### config.mk
export PLATFORM = sky130hd
export DESIGN_NAME = bitmap_slot_allocator
export DESIGN_NICKNAME = d
export VERILOG_FILES = /design/src/hw/rtl/bsa_pkg.sv /design/src/hw/rtl/bsa_ram.sv /design/src/hw/rtl/bsa_div.sv /design/src/hw/rtl/bsa_fifo.sv /design/src/hw/rtl/bsa_front.sv /design/src/hw/rtl/bsa_back.sv /design/src/hw/rtl/bitmap_slot_allocator.sv
export SDC_FILE = /design/constraint.sdc
export NUM_CORES = 2
export LEC_CHECK = 0
export BUFFER_PORTS_ARGS = -buffer_cell sky130_fd_sc_hd__buf_2
export CELL_PAD_IN_SITES_DETAIL_PLACEMENT = 0
export CELL_PAD_IN_SITES_GLOBAL_PLACEMENT = 2
export CORE_MARGIN = 3
export CORE_UTILIZATION = 36
export CTS_CLUSTER_SIZE = 16
export DETAILED_ROUTE_END_ITERATION = 7
export PLACE_DENSITY_LB_ADDON = 0.1
export SETUP_SLACK_MARGIN = 0.3
export SYNTH_ARGS = -nofsm -noshare
export SYNTH_HDL_FRONTEND = slang
export SYNTH_SLANG_ARGS = --single-unit
### constraint.sdc
create_clock -name i_clk -period 14.8 [get_ports i_clk]
set_clock_uncertainty 0.05 [all_clocks]
set_input_delay 3.7 -clock i_clk [delete_from_list [all_inputs] [get_ports i_clk]]
set_output_delay 3.7 -clock i_clk [all_outputs]
set_load 0.005 [all_outputs]
### src/hw/rtl/bsa_pkg.sv
// ----------------------------------------------------------------------------
// bsa_pkg
// Shared field widths, codes and types for the bitmap slot allocator.
// ----------------------------------------------------------------------------
package bsa_pkg;

    // field widths
    localparam int OP_W       = 2;
    localparam int OFFSET_W   = 26;
    localparam int STATUS_W   = 2;
    localparam int SIZE_W     = 17;
    localparam int LEN_W      = 11;

    // port widths
    localparam int S_TDATA_W  = 32;
    localparam int M_TDATA_W  = 32;
    localparam int CFG_ADDR_W = 1;
    localparam int CFG_DATA_W = 17;

    // register indexes
    localparam logic [CFG_ADDR_W-1:0] CFG_OBJ_BYTES  = 1'b0;
    localparam logic [CFG_ADDR_W-1:0] CFG_SLOT_COUNT = 1'b1;

    // op codes on the input stream
    localparam logic [OP_W-1:0] OP_ALLOC = 2'd0;
    localparam logic [OP_W-1:0] OP_FREE  = 2'd1;
    localparam logic [OP_W-1:0] OP_CLEAR = 2'd2;

    // result status codes
    localparam logic [STATUS_W-1:0] STS_OK        = 2'd0;
    localparam logic [STATUS_W-1:0] STS_FULL      = 2'd1;
    localparam logic [STATUS_W-1:0] STS_NOT_ALLOC = 2'd2;
    localparam logic [STATUS_W-1:0] STS_RANGE     = 2'd3;

    // register reset values and limits
    localparam logic [SIZE_W-1:0] SIZE_RESET = 17'd64;
    localparam logic [SIZE_W-1:0] SIZE_MAX   = 17'd65536;
    localparam logic [LEN_W-1:0]  LEN_RESET  = 11'd1024;
    localparam logic [LEN_W-1:0]  LEN_MAX    = 11'd1024;

    typedef enum logic [1:0] {
        K_ALLOC,
        K_FREE,
        K_CLEAR,
        K_NOP
    } t_kind;

    // one classified command between front and back
    typedef struct packed {
        t_kind                kind;
        logic [OFFSET_W-1:0]  offset;
    } t_cmd;

    // effective configuration, already clamped
    typedef struct packed {
        logic [SIZE_W-1:0] size;
        logic [LEN_W-1:0]  len;
    } t_cfg;

endpackage

### src/hw/rtl/bsa_ram.sv
// ----------------------------------------------------------------------------
// bsa_ram
// Simple dual-port RAM, one write and one registered read per cycle.
// ----------------------------------------------------------------------------
module bsa_ram #(
    parameter int WIDTH = 64,
    parameter int DEPTH = 16
) (
    input  logic                                   i_clk,
    input  logic                                   i_we,
    input  logic [(DEPTH > 1 ? $clog2(DEPTH) : 1)-1:0] i_waddr,
    input  logic [WIDTH-1:0]                       i_wdata,
    input  logic [(DEPTH > 1 ? $clog2(DEPTH) : 1)-1:0] i_raddr,
    output logic [WIDTH-1:0]                       o_rdata
);

    logic [WIDTH-1:0] r_mem [DEPTH];
    logic [WIDTH-1:0] r_rdata;

    always_ff @(posedge i_clk) begin
        if (i_we) begin
            r_mem[i_waddr] <= i_wdata;
        end
        r_rdata <= r_mem[i_raddr];
    end

    assign o_rdata = r_rdata;

endmodule

### src/hw/rtl/bsa_div.sv
// ----------------------------------------------------------------------------
// bsa_div
// Restoring divider, one quotient bit per cycle: offset / object size.
// ----------------------------------------------------------------------------
module bsa_div (
    input  logic                          i_clk,
    input  logic                          i_rst_n,
    input  logic                          i_start,
    input  logic [bsa_pkg::OFFSET_W-1:0]  i_dividend,
    input  logic [bsa_pkg::SIZE_W-1:0]    i_divisor,
    output logic                          o_done,
    output logic [bsa_pkg::OFFSET_W-1:0]  o_quotient
);
    import bsa_pkg::*;

    localparam int CNT_W = $clog2(OFFSET_W);
    localparam logic [CNT_W-1:0] LAST_STEP = CNT_W'(OFFSET_W - 1);

    logic                  r_busy;
    logic                  r_done;
    logic [CNT_W-1:0]      r_cnt;
    logic [SIZE_W-1:0]     r_rem;
    logic [OFFSET_W-1:0]   r_quo;

    logic [SIZE_W:0]       shifted;
    logic                  fits;

    // partial remainder shifted with the next dividend bit
    assign shifted = {r_rem, r_quo[OFFSET_W-1]};
    assign fits    = (shifted >= {1'b0, i_divisor});

    always_ff @(posedge i_clk) begin
        if (!i_rst_n) begin
            r_busy <= 1'b0;
            r_done <= 1'b0;
            r_cnt  <= '0;
        end else begin
            r_done <= !i_start && r_busy && (r_cnt == LAST_STEP);
            if (i_start) begin
                r_busy <= 1'b1;
                r_cnt  <= '0;
            end else if (r_busy) begin
                r_cnt <= r_cnt + 1'b1;
                if (r_cnt == LAST_STEP) begin
                    r_busy <= 1'b0;
                end
            end
        end
    end

    always_ff @(posedge i_clk) begin
        if (i_start) begin
            r_rem <= '0;
            r_quo <= i_dividend;
        end else if (r_busy) begin
            if (fits) begin
                r_rem <= SIZE_W'(shifted - {1'b0, i_divisor});
            end else begin
                r_rem <= shifted[SIZE_W-1:0];
            end
            r_quo <= {r_quo[OFFSET_W-2:0], fits};
        end
    end

    assign o_done     = r_done;
    assign o_quotient = r_quo;

endmodule

### src/hw/rtl/bsa_fifo.sv
// ----------------------------------------------------------------------------
// bsa_fifo
// Two-entry command queue between the front and the back.
// ----------------------------------------------------------------------------
module bsa_fifo (
    input  logic           i_clk,
    input  logic           i_rst_n,
    input  logic           i_push,
    input  bsa_pkg::t_cmd  i_cmd,
    output logic           o_full,
    input  logic           i_pop,
    output logic           o_valid,
    output bsa_pkg::t_cmd  o_cmd
);
    import bsa_pkg::*;

    t_cmd       r_mem [2];
    logic       r_wp;
    logic       r_rp;
    logic [1:0] r_cnt;

    always_ff @(posedge i_clk) begin
        if (!i_rst_n) begin
            r_wp  <= 1'b0;
            r_rp  <= 1'b0;
            r_cnt <= '0;
        end else begin
            if (i_push) begin
                r_wp <= ~r_wp;
            end
            if (i_pop) begin
                r_rp <= ~r_rp;
            end
            case ({i_push, i_pop})
                2'b10:   r_cnt <= r_cnt + 1'b1;
                2'b01:   r_cnt <= r_cnt - 1'b1;
                default: r_cnt <= r_cnt;
            endcase
        end
    end

    always_ff @(posedge i_clk) begin
        if (i_push) begin
            r_mem[r_wp] <= i_cmd;
        end
    end

    assign o_full  = r_cnt[1];
    assign o_valid = (r_cnt != 2'd0);
    assign o_cmd   = r_mem[r_rp];

endmodule

### src/hw/rtl/bsa_front.sv
// ----------------------------------------------------------------------------
// bsa_front
// Config registers, input beat acceptance and op classification.
// ----------------------------------------------------------------------------
module bsa_front #(
    parameter int WORD_BITS = 64,
    parameter int MAP_WORDS = 16
) (
    input  logic                            i_clk,
    input  logic                            i_rst_n,
    input  logic                            i_cfg_we,
    input  logic [bsa_pkg::CFG_ADDR_W-1:0]  i_cfg_addr,
    input  logic [bsa_pkg::CFG_DATA_W-1:0]  i_cfg_data,
    input  logic                            s_axis_tvalid,
    output logic                            s_axis_tready,
    input  logic [bsa_pkg::S_TDATA_W-1:0]   s_axis_tdata,
    input  logic                            i_init_busy,
    input  logic                            i_q_full,
    output logic                            o_q_push,
    output bsa_pkg::t_cmd                   o_q_cmd,
    output bsa_pkg::t_cfg                   o_cfg
);
    import bsa_pkg::*;

    localparam int CAP = WORD_BITS * MAP_WORDS;
    localparam logic [LEN_W-1:0] LEN_CAP = (CAP < int'(LEN_MAX)) ? LEN_W'(CAP) : LEN_MAX;

    logic [SIZE_W-1:0] r_size;
    logic [LEN_W-1:0]  r_len;
    logic [OP_W-1:0]   op;

    always_ff @(posedge i_clk) begin
        if (!i_rst_n) begin
            r_size <= SIZE_RESET;
            r_len  <= LEN_RESET;
        end else if (i_cfg_we) begin
            case (i_cfg_addr)
                CFG_OBJ_BYTES:  r_size <= i_cfg_data;
                CFG_SLOT_COUNT: r_len  <= i_cfg_data[LEN_W-1:0];
                default:        r_size <= r_size;
            endcase
        end
    end

    // clamp: zero acts as one, large values saturate
    always_comb begin
        o_cfg.size = r_size;
        if (r_size == '0) begin
            o_cfg.size = SIZE_W'(1);
        end else if (r_size > SIZE_MAX) begin
            o_cfg.size = SIZE_MAX;
        end
        o_cfg.len = r_len;
        if (r_len == '0) begin
            o_cfg.len = LEN_W'(1);
        end else if (r_len > LEN_CAP) begin
            o_cfg.len = LEN_CAP;
        end
    end

    assign op = s_axis_tdata[OP_W-1:0];

    always_comb begin
        o_q_cmd.offset = s_axis_tdata[OP_W +: OFFSET_W];
        case (op)
            OP_ALLOC: o_q_cmd.kind = K_ALLOC;
            OP_FREE:  o_q_cmd.kind = K_FREE;
            OP_CLEAR: o_q_cmd.kind = K_CLEAR;
            default:  o_q_cmd.kind = K_NOP;
        endcase
    end

    assign s_axis_tready = !i_q_full && !i_init_busy;
    assign o_q_push      = s_axis_tvalid && s_axis_tready;

endmodule

### src/hw/rtl/bsa_back.sv
// ----------------------------------------------------------------------------
// bsa_back
// Executes commands on the slot bitmap: word scan, divide, update, result.
// ----------------------------------------------------------------------------
module bsa_back #(
    parameter int WORD_BITS = 64,
    parameter int MAP_WORDS = 16
) (
    input  logic                           i_clk,
    input  logic                           i_rst_n,
    input  bsa_pkg::t_cfg                  i_cfg,
    input  logic                           i_q_valid,
    input  bsa_pkg::t_cmd                  i_q_cmd,
    output logic                           o_q_pop,
    output logic                           o_init_busy,
    output logic                           m_axis_tvalid,
    input  logic                           m_axis_tready,
    output logic [bsa_pkg::M_TDATA_W-1:0]  m_axis_tdata
);
    import bsa_pkg::*;

    localparam int WA_W    = (MAP_WORDS > 1) ? $clog2(MAP_WORDS) : 1;
    localparam int BIT_W   = $clog2(WORD_BITS);
    localparam int CAP     = WORD_BITS * MAP_WORDS;
    localparam int LEN_CAP = (CAP < int'(LEN_MAX)) ? CAP : int'(LEN_MAX);
    localparam int SLOT_W  = $clog2(LEN_CAP);
    localparam int CMP_W   = ($clog2(CAP) + 1 > LEN_W) ? $clog2(CAP) + 1 : LEN_W;
    // slot / WORD_BITS by reciprocal multiply, exact for every slot index
    localparam int RK      = SLOT_W + BIT_W + 1;
    localparam int PW      = RK + WA_W + 1;
    localparam logic [PW-1:0] RECIP = PW'(((1 << RK) + WORD_BITS - 1) / WORD_BITS);
    localparam logic [WA_W-1:0] LAST_WORD = WA_W'(MAP_WORDS - 1);

    typedef enum logic [3:0] {
        ST_INIT,
        ST_IDLE,
        ST_CLR,
        ST_DIV,
        ST_SPLIT,
        ST_FRD,
        ST_FCHK,
        ST_SCAN,
        ST_AMUL,
        ST_DONE
    } t_state;

    // bits at or beyond the pool length read as taken
    function automatic logic [WORD_BITS-1:0] taken_mask(
        input logic [WA_W-1:0]  w,
        input logic [LEN_W-1:0] len
    );
        logic [CMP_W-1:0]     base;
        logic [CMP_W-1:0]     lim;
        logic [WORD_BITS-1:0] m;
        base = CMP_W'(w) * CMP_W'(WORD_BITS);
        lim  = '0;
        if (base >= CMP_W'(len)) begin
            m = '1;
        end else begin
            lim = CMP_W'(len) - base;
            if (lim >= CMP_W'(WORD_BITS)) begin
                m = '0;
            end else begin
                m = {WORD_BITS{1'b1}} << lim;
            end
        end
        return m;
    endfunction

    // lowest clear bit: {found, position}
    function automatic logic [BIT_W:0] first_zero(input logic [WORD_BITS-1:0] m);
        logic             f;
        logic [BIT_W-1:0] b;
        f = 1'b0;
        b = '0;
        for (int i = WORD_BITS - 1; i >= 0; i--) begin
            if (!m[i]) begin
                f = 1'b1;
                b = BIT_W'(i);
            end
        end
        return {f, b};
    endfunction

    t_state                r_state;
    logic [WA_W-1:0]       r_sw_addr;
    logic [LEN_W-1:0]      r_sw_len;
    logic [WA_W-1:0]       r_sc_addr;
    logic [WA_W-1:0]       r_sc_chk;
    logic                  r_sc_pend;
    logic                  r_sc_alloc;
    logic                  r_div_start;
    logic [OFFSET_W-1:0]   r_cmd_off;
    logic [SLOT_W-1:0]     r_idx;
    logic [WA_W-1:0]       r_w;
    logic [BIT_W-1:0]      r_b;
    logic [SLOT_W-1:0]     r_slot;
    logic [OFFSET_W-1:0]   r_res_off;
    logic [STATUS_W-1:0]   r_res_sts;
    logic                  r_res_full;
    logic                  r_out_valid;
    logic [M_TDATA_W-1:0]  r_out_data;

    logic                  ram_we;
    logic [WA_W-1:0]       ram_waddr;
    logic [WORD_BITS-1:0]  ram_wdata;
    logic [WA_W-1:0]       ram_raddr;
    logic [WORD_BITS-1:0]  ram_rdata;

    logic                  div_done;
    logic [OFFSET_W-1:0]   div_q;

    logic [WORD_BITS-1:0]  sc_masked;
    logic [BIT_W:0]        sc_hit;
    logic                  sc_found;
    logic [BIT_W-1:0]      sc_b;
    logic                  sc_last;
    logic [CMP_W-1:0]      sc_slot;
    logic [PW-1:0]         sp_prod;
    logic [CMP_W-1:0]      fr_bit;
    logic [WORD_BITS-1:0]  fr_onehot;
    logic [WORD_BITS-1:0]  sc_onehot;
    logic                  out_free;

    bsa_ram #(
        .WIDTH (WORD_BITS),
        .DEPTH (MAP_WORDS)
    ) u_map (
        .i_clk   (i_clk),
        .i_we    (ram_we),
        .i_waddr (ram_waddr),
        .i_wdata (ram_wdata),
        .i_raddr (ram_raddr),
        .o_rdata (ram_rdata)
    );

    bsa_div u_div (
        .i_clk      (i_clk),
        .i_rst_n    (i_rst_n),
        .i_start    (r_div_start),
        .i_dividend (r_cmd_off),
        .i_divisor  (i_cfg.size),
        .o_done     (div_done),
        .o_quotient (div_q)
    );

    // scan check on the word that came back from the RAM
    assign sc_masked = ram_rdata | taken_mask(r_sc_chk, i_cfg.len);
    assign sc_hit    = first_zero(sc_masked);
    assign sc_found  = sc_hit[BIT_W];
    assign sc_b      = sc_hit[BIT_W-1:0];
    assign sc_last   = (CMP_W'(r_sc_chk) * CMP_W'(WORD_BITS) + CMP_W'(WORD_BITS))
                       >= CMP_W'(i_cfg.len);
    assign sc_slot   = CMP_W'(r_sc_chk) * CMP_W'(WORD_BITS) + CMP_W'(sc_b);
    assign sc_onehot = WORD_BITS'(1) << sc_b;

    assign sp_prod   = PW'(r_idx) * RECIP;
    assign fr_bit    = CMP_W'(r_idx) - CMP_W'(r_w) * CMP_W'(WORD_BITS);
    assign fr_onehot = WORD_BITS'(1) << r_b;

    assign out_free  = !r_out_valid || m_axis_tready;

    always_comb begin
        ram_we    = 1'b0;
        ram_waddr = r_sw_addr;
        ram_wdata = taken_mask(r_sw_addr, r_sw_len);
        ram_raddr = r_sc_addr;
        case (r_state)
            ST_INIT, ST_CLR: begin
                ram_we = 1'b1;
            end
            ST_FRD: begin
                ram_raddr = r_w;
            end
            ST_FCHK: begin
                ram_we    = ram_rdata[r_b];
                ram_waddr = r_w;
                ram_wdata = ram_rdata & ~fr_onehot;
            end
            ST_SCAN: begin
                ram_we    = r_sc_pend && sc_found && r_sc_alloc;
                ram_waddr = r_sc_chk;
                ram_wdata = ram_rdata | sc_onehot;
            end
            default: begin
                ram_we = 1'b0;
            end
        endcase
    end

    assign o_q_pop     = (r_state == ST_IDLE) && i_q_valid;
    assign o_init_busy = (r_state == ST_INIT);

    always_ff @(posedge i_clk) begin
        if (!i_rst_n) begin
            r_state     <= ST_INIT;
            r_sw_addr   <= '0;
            r_sw_len    <= LEN_W'(LEN_CAP);
            r_sc_pend   <= 1'b0;
            r_div_start <= 1'b0;
            r_out_valid <= 1'b0;
        end else begin
            // divider kicks off in the cycle after a free is popped
            r_div_start <= o_q_pop && (i_q_cmd.kind == K_FREE);
            if ((r_state == ST_DONE) && out_free) begin
                r_out_valid <= 1'b1;
            end else if (m_axis_tready) begin
                r_out_valid <= 1'b0;
            end
            case (r_state)
                ST_INIT: begin
                    r_sw_addr <= r_sw_addr + 1'b1;
                    if (r_sw_addr == LAST_WORD) begin
                        r_state <= ST_IDLE;
                    end
                end
                ST_IDLE: begin
                    if (i_q_valid) begin
                        r_cmd_off  <= i_q_cmd.offset;
                        r_res_off  <= '0;
                        r_res_sts  <= STS_OK;
                        r_res_full <= 1'b0;
                        r_sc_addr  <= '0;
                        r_sc_pend  <= 1'b0;
                        r_sc_alloc <= (i_q_cmd.kind == K_ALLOC);
                        case (i_q_cmd.kind)
                            K_ALLOC: begin
                                r_state <= ST_SCAN;
                            end
                            K_FREE: begin
                                r_state <= ST_DIV;
                            end
                            K_CLEAR: begin
                                r_sw_addr <= '0;
                                r_sw_len  <= i_cfg.len;
                                r_state   <= ST_CLR;
                            end
                            default: begin
                                r_state <= ST_SCAN;
                            end
                        endcase
                    end
                end
                ST_CLR: begin
                    r_sw_addr <= r_sw_addr + 1'b1;
                    if (r_sw_addr == LAST_WORD) begin
                        r_state <= ST_DONE;
                    end
                end
                ST_DIV: begin
                    if (div_done) begin
                        if (div_q >= OFFSET_W'(i_cfg.len)) begin
                            // out of range: map unchanged, fullness from a scan
                            r_res_sts <= STS_RANGE;
                            r_state   <= ST_SCAN;
                        end else begin
                            r_idx   <= div_q[SLOT_W-1:0];
                            r_state <= ST_SPLIT;
                        end
                    end
                end
                ST_SPLIT: begin
                    r_w     <= sp_prod[RK +: WA_W];
                    r_state <= ST_FRD;
                end
                ST_FRD: begin
                    r_b     <= fr_bit[BIT_W-1:0];
                    r_state <= ST_FCHK;
                end
                ST_FCHK: begin
                    // the slot is usable, so after a free the pool is never full
                    if (!ram_rdata[r_b]) begin
                        r_res_sts <= STS_NOT_ALLOC;
                    end
                    r_state <= ST_DONE;
                end
                ST_SCAN: begin
                    r_sc_addr <= r_sc_addr + 1'b1;
                    r_sc_chk  <= r_sc_addr;
                    r_sc_pend <= 1'b1;
                    if (r_sc_pend) begin
                        if (sc_found) begin
                            if (r_sc_alloc) begin
                                r_slot  <= sc_slot[SLOT_W-1:0];
                                r_w     <= r_sc_chk;
                                r_state <= ST_AMUL;
                            end else begin
                                r_res_full <= 1'b0;
                                r_state    <= ST_DONE;
                            end
                        end else if (sc_last) begin
                            if (r_sc_alloc) begin
                                r_res_sts <= STS_FULL;
                            end
                            r_res_full <= 1'b1;
                            r_state    <= ST_DONE;
                        end
                    end
                end
                ST_AMUL: begin
                    // offset, then rescan from the word just written
                    r_res_off  <= OFFSET_W'(r_slot) * OFFSET_W'(i_cfg.size);
                    r_sc_alloc <= 1'b0;
                    r_sc_addr  <= r_w;
                    r_sc_pend  <= 1'b0;
                    r_state    <= ST_SCAN;
                end
                ST_DONE: begin
                    if (out_free) begin
                        r_out_data <= M_TDATA_W'({r_res_full, r_res_sts, r_res_off});
                        r_state    <= ST_IDLE;
                    end
                end
                default: begin
                    r_state <= ST_IDLE;
                end
            endcase
        end
    end

    assign m_axis_tvalid = r_out_valid;
    assign m_axis_tdata  = r_out_data;

endmodule

### src/hw/rtl/bitmap_slot_allocator.sv
// ----------------------------------------------------------------------------
// bitmap_slot_allocator
// First-fit allocator for a pool of fixed-size objects kept as a bitmap.
//
//  channel   dir  beat fields (lowest bit up)
//  -------   ---  ----------------------------------------------------------
//  s_axis    in   op[1:0], free_offset[27:2], zero pad to 32
//  m_axis    out  alloc_offset[25:0], status[27:26], pool_full[28], pad to 32
//  cfg       in   i_cfg_addr 0 object size in bytes (17b), 1 slot count (11b)
//
//  Allocate scans map words one per cycle from word 0 until a usable clear
//  bit, then rescans from that word for the fullness flag. Free runs a
//  one-bit-per-cycle divider, then reads and updates the map word; an
//  out-of-range free leaves the map unchanged and scans for the fullness
//  flag instead. Clear rewrites every word. After reset the map is swept
//  with s_axis_tready low; config writes are taken meanwhile. A two-beat
//  command queue and the output register let the input side run ahead of
//  a stalled m_axis.
// ----------------------------------------------------------------------------
module bitmap_slot_allocator #(
    parameter int WORD_BITS = 64,
    parameter int MAP_WORDS = 16
) (
    input  logic                            i_clk,
    input  logic                            i_rst_n,
    // config write port
    input  logic                            i_cfg_we,
    input  logic [bsa_pkg::CFG_ADDR_W-1:0]  i_cfg_addr,
    input  logic [bsa_pkg::CFG_DATA_W-1:0]  i_cfg_data,
    // request stream
    input  logic                            s_axis_tvalid,
    output logic                            s_axis_tready,
    input  logic [bsa_pkg::S_TDATA_W-1:0]   s_axis_tdata,  // op, free_offset
    // result stream
    output logic                            m_axis_tvalid,
    input  logic                            m_axis_tready,
    output logic [bsa_pkg::M_TDATA_W-1:0]   m_axis_tdata   // alloc_offset, status, pool_full
);
    import bsa_pkg::*;

    t_cfg cfg;
    t_cmd push_cmd;
    t_cmd pop_cmd;
    logic q_push;
    logic q_full;
    logic q_valid;
    logic q_pop;
    logic init_busy;

    // front: config registers and op classification
    bsa_front #(
        .WORD_BITS (WORD_BITS),
        .MAP_WORDS (MAP_WORDS)
    ) u_front (
        .i_clk         (i_clk),
        .i_rst_n       (i_rst_n),
        .i_cfg_we      (i_cfg_we),
        .i_cfg_addr    (i_cfg_addr),
        .i_cfg_data    (i_cfg_data),
        .s_axis_tvalid (s_axis_tvalid),
        .s_axis_tready (s_axis_tready),
        .s_axis_tdata  (s_axis_tdata),
        .i_init_busy   (init_busy),
        .i_q_full      (q_full),
        .o_q_push      (q_push),
        .o_q_cmd       (push_cmd),
        .o_cfg         (cfg)
    );

    // decouples request acceptance from execution
    bsa_fifo u_queue (
        .i_clk   (i_clk),
        .i_rst_n (i_rst_n),
        .i_push  (q_push),
        .i_cmd   (push_cmd),
        .o_full  (q_full),
        .i_pop   (q_pop),
        .o_valid (q_valid),
        .o_cmd   (pop_cmd)
    );

    // back: bitmap RAM, scan, divider and result register
    bsa_back #(
        .WORD_BITS (WORD_BITS),
        .MAP_WORDS (MAP_WORDS)
    ) u_back (
        .i_clk         (i_clk),
        .i_rst_n       (i_rst_n),
        .i_cfg         (cfg),
        .i_q_valid     (q_valid),
        .i_q_cmd       (pop_cmd),
        .o_q_pop       (q_pop),
        .o_init_busy   (init_busy),
        .m_axis_tvalid (m_axis_tvalid),
        .m_axis_tready (m_axis_tready),
        .m_axis_tdata  (m_axis_tdata)
    );

endmodule
==> flow_summary.ini <==
[status]
outcome = finished clean

[detailed_routing]
via_count = 37416
drt-vias-per-instance = 5.49
drt-pass1-iter-count = 7
wl_per_cell_um = 27.3
wl_um = 186000
drt_iter0_drc = 2756
ant_nets = 0
drc = 0

[logic_synthesis]
seq_area_frac_synth_pct = 63.1
synthArstFlopShare_pct = 0
syn_inst = 4269
synth_area_per_cell_um2 = 14.8
synth.cell_area_um2 = 63000
yosysUniqueCellTypes = 99
synthFlopType = edfxtp_1
synth_seq_cells = 1372
synth_edf_count = 1229
yosysWarnings = 0

[global_route]
grt_pass1_vias = 38892
grt_pass1_wl_um = 273000
grt_max_degree = 108
grt_overflow = 0
antenna_found_initial = 4
track_usage_pct = 20.7

[worst_setup_path]
cpMostUsedCell = buf_4
crit_buf_inv = 6
required_ns = 15.16
crit_arrival_ns = 8.44
critPathTopFamily = compound AO/OA/AOI/OAI gates
critPathLaunchType = flip-flop
cp_max_fo = 52
slowest_stage = dfxtp_1
path_cells = inv_1 -> buf_4 -> nand2_1 -> inv_1 -> ha_1 -> and3b_1 -> o21ai_1 -> a2111oi_4 -> buf_4 -> a31o_2 -> a31oi_1 -> nand2b_1 -> nor2_1 -> a31oi_1 -> a311o_1 -> nand3_2 -> nor2_4 -> buf_4 -> buf_4
endpoint_kind = flip-flop
slowest_delay_ns = 0.77
worstSetupPathType = flip-flop to flip-flop

[sta]
rsz0062_at_grt = no
final.setup.worst_slack_ns = 6.72
holdWs_ns = 0.365
finalCriticalPeriod_ns = 8.08
slew_viol_final = 0
max_freq_ghz = 0.124
hold_viol = 0
tns_ns = 0
post-route-period-util_pct = 54.6
tightest_slew_ns = 1.35
max-slew-margin-rel_pct = 9.69
setup_viol = 0

[clock_network]
clockBufferDepth = 3
cts_made_buffers = 154
holdBufCountCts = 0
h-tree-depth = 4
postCtsSetupBuffers = 0
cts.reportedPaths.clkPinSlew_ns = 0.06
cts.sinks = 1372
cts_resized = 0
clk_latency_ns = 0.79
cts_tree = done
cts_root_buf = clkbuf_16

[place]
numPortBuffers = 81
placed_area_um2 = 66600
preCtsSetupSlack_ns = 6.78
gp_congestion = 0.897
dp_hpwl_um = 117000

[floorplan]
fp-row-count = 152
die_area_um2 = 180000
start_util_pct = 36.5
coreArea_um2 = 173000
ios = 89
die-height_um = 424
die_x_um = 424

[pwr]
peakVddDrop_mv = 0.0922
p_leak_nw = 24.5
pwr_density_cell_nw_per_um2 = 124

[cells_and_area]
syn2layout_area_growth_pct = 13.8
n_antenna_cell = 0
fin_area_um2 = 71700
nets = 4660
final_layout_size_suffix_gt1_share_pct = 19.3
nFillCells = 15848

[min_path]
hp-class = flip-flop to flip-flop

[job]
max_cap_violations = 0
==> cell type report <==
type,instances,area (um^2),area share [%]
inverter,162,608,0.848
timing repair buffer,209,1400,1.96
clock inverter,91,1070,1.49
clock buffer,196,4070,5.68
tap,2310,2890,4.03
multi-input combinational,2476,21900,30.5
sequential,1372,39800,55.5
==> sequential cells by signal (all words and copies together), names as in the netlist, 11 cells and up, named ones only <==
name	flops
u_back.m_axis_tdata	29
u_back.r_cmd_off	26
u_back.r_res_off	26
u_back.r_sw_len	11
u_back.u_div.o_quotient	26
u_back.u_div.r_rem	17
u_back.u_map.o_rdata	64
u_back.u_map.r_mem	1024
u_front.r_len	11
u_front.r_size	17
u_queue.r_mem	56
==> cell usage after synthesis, types with 18 or more instances <==
| cell type | instances | area [um^2] |
|---|---|---|
| nand2b_1 | 28 | 175 |
| a31oi_1 | 110 | 688 |
| fa_1 | 120 | 2400 |
| nor3_1 | 46 | 230 |
| nand4_1 | 18 | 113 |
| inv_1 | 160 | 601 |
| or3_1 | 19 | 119 |
| a221oi_1 | 25 | 219 |
| nor2_1 | 154 | 578 |
| a21o_1 | 28 | 210 |
| mux2i_1 | 23 | 230 |
| nand3_1 | 32 | 160 |
| o21a_1 | 21 | 158 |
| o31ai_1 | 33 | 248 |
| mux2_2 | 54 | 608 |
| dfxtp_1 | 143 | 2860 |
| a21oi_1 | 165 | 826 |
| clkbuf_1 | 198 | 743 |
| nand2_1 | 463 | 1740 |
| ha_1 | 110 | 1380 |
| o21ai_0 | 165 | 826 |
| nor2b_1 | 29 | 181 |
| xnor2_1 | 22 | 193 |
| and3_1 | 62 | 388 |
| xor2_1 | 25 | 219 |
| edfxtp_1 | 1229 | 36900 |
| buf_1 | 44 | 165 |
| mux4_2 | 277 | 6240 |
| and2_1 | 130 | 813 |
| o211ai_1 | 20 | 150 |
| a211oi_1 | 89 | 668 |
==> power by group <==
part	total, mW	switching, mW	internal (mW)	leakage (nW)
sequential	4.38	0.0382	4.35	12.3
combinational	0.628	0.410	0.218	9.70
clock	3.85	1.58	2.27	2.49
==> metrics by stage <==
step	utilization, %	std cells	power, mW
floorplan	-	4271	4.87
global placement	38.5	6529	5.10
detailed placement	38.5	6529	5.10
CTS	41.5	6816	8.99
global route	41.5	6816	9.22
finish	41.5	6816	8.86
==> logic make-up (layout without fill, tap and decap cells) <==
kind of cell	Yosys count	after routing	synth area share [%]
flops	1372	1372	63.1
simple gates	1056	1056	8.12
compound gates	786	786	8.22
buf+inv	423	658	2.66
mux	354	354	11.2
fa+ha+maj	230	230	6.00
xor+xnor	47	47	0.653
other cells	1	3	0.00595
==> final timing paths <==
kind | from | to | slack (ns) | cells after the start
worst max register to register | u_front.r_len[10] | u_back.u_map.r_mem[3][21] | 6.72 | 19
worst min-delay path | u_back.r_res_off[24] | u_back.m_axis_tdata[24] | 0.37 | 0
worst max-delay path | u_front.r_len[10] | u_back.u_map.r_mem[3][21] | 6.72 | 19
worst min register to register | u_back.r_res_off[24] | u_back.m_axis_tdata[24] | 0.37 | 0
==> worst register-to-register path: cells and delay by family, from the launching register on <==
| kind | cells | cell delay (ns) |
|---|---|---|
| compound gates | 6 | 2.67 |
| fa+ha+maj | 1 | 0.39 |
| buf+inv | 6 | 1.97 |
| flops | 1 | 0.77 |
| simple gates | 6 | 1.83 |
==> layout by cell type, fill, tap and decap left out, types with 29 or more instances in the layout <==
cell type | synthesis | layout
a211oi_1 | 89 | 89
a21oi_1 | 165 | 162
a31oi_1 | 110 | 110
and2_1 | 130 | 130
and3_1 | 62 | 62
buf_2 | 3 | 81
buf_4 | 9 | 125
clkbuf_1 | 198 | 36
clkbuf_16 | 0 | 154
clkinv_1 | 1 | 33
dfxtp_1 | 143 | 143
edfxtp_1 | 1229 | 1229
fa_1 | 120 | 120
ha_1 | 110 | 110
inv_1 | 160 | 159
mux2_2 | 54 | 53
mux4_2 | 277 | 277
nand2_1 | 463 | 461
nand3_1 | 32 | 32
nor2_1 | 154 | 135
nor2b_1 | 29 | 29
nor3_1 | 46 | 43
o21ai_0 | 165 | 163
==> routing by layer <==
layer / share of wire [%] / GRT usage [%] / up-vias
met4: 2.3 / 5.43 / 0
met1: 45 / 28.8 / 19718
li1: - / - / 16617
met3: 3.8 / 2.85 / 232
met2: 48 / 34.0 / 849
met5: 0 / 0 / -
No activity file was read; power rests on OpenSTA's default activity.
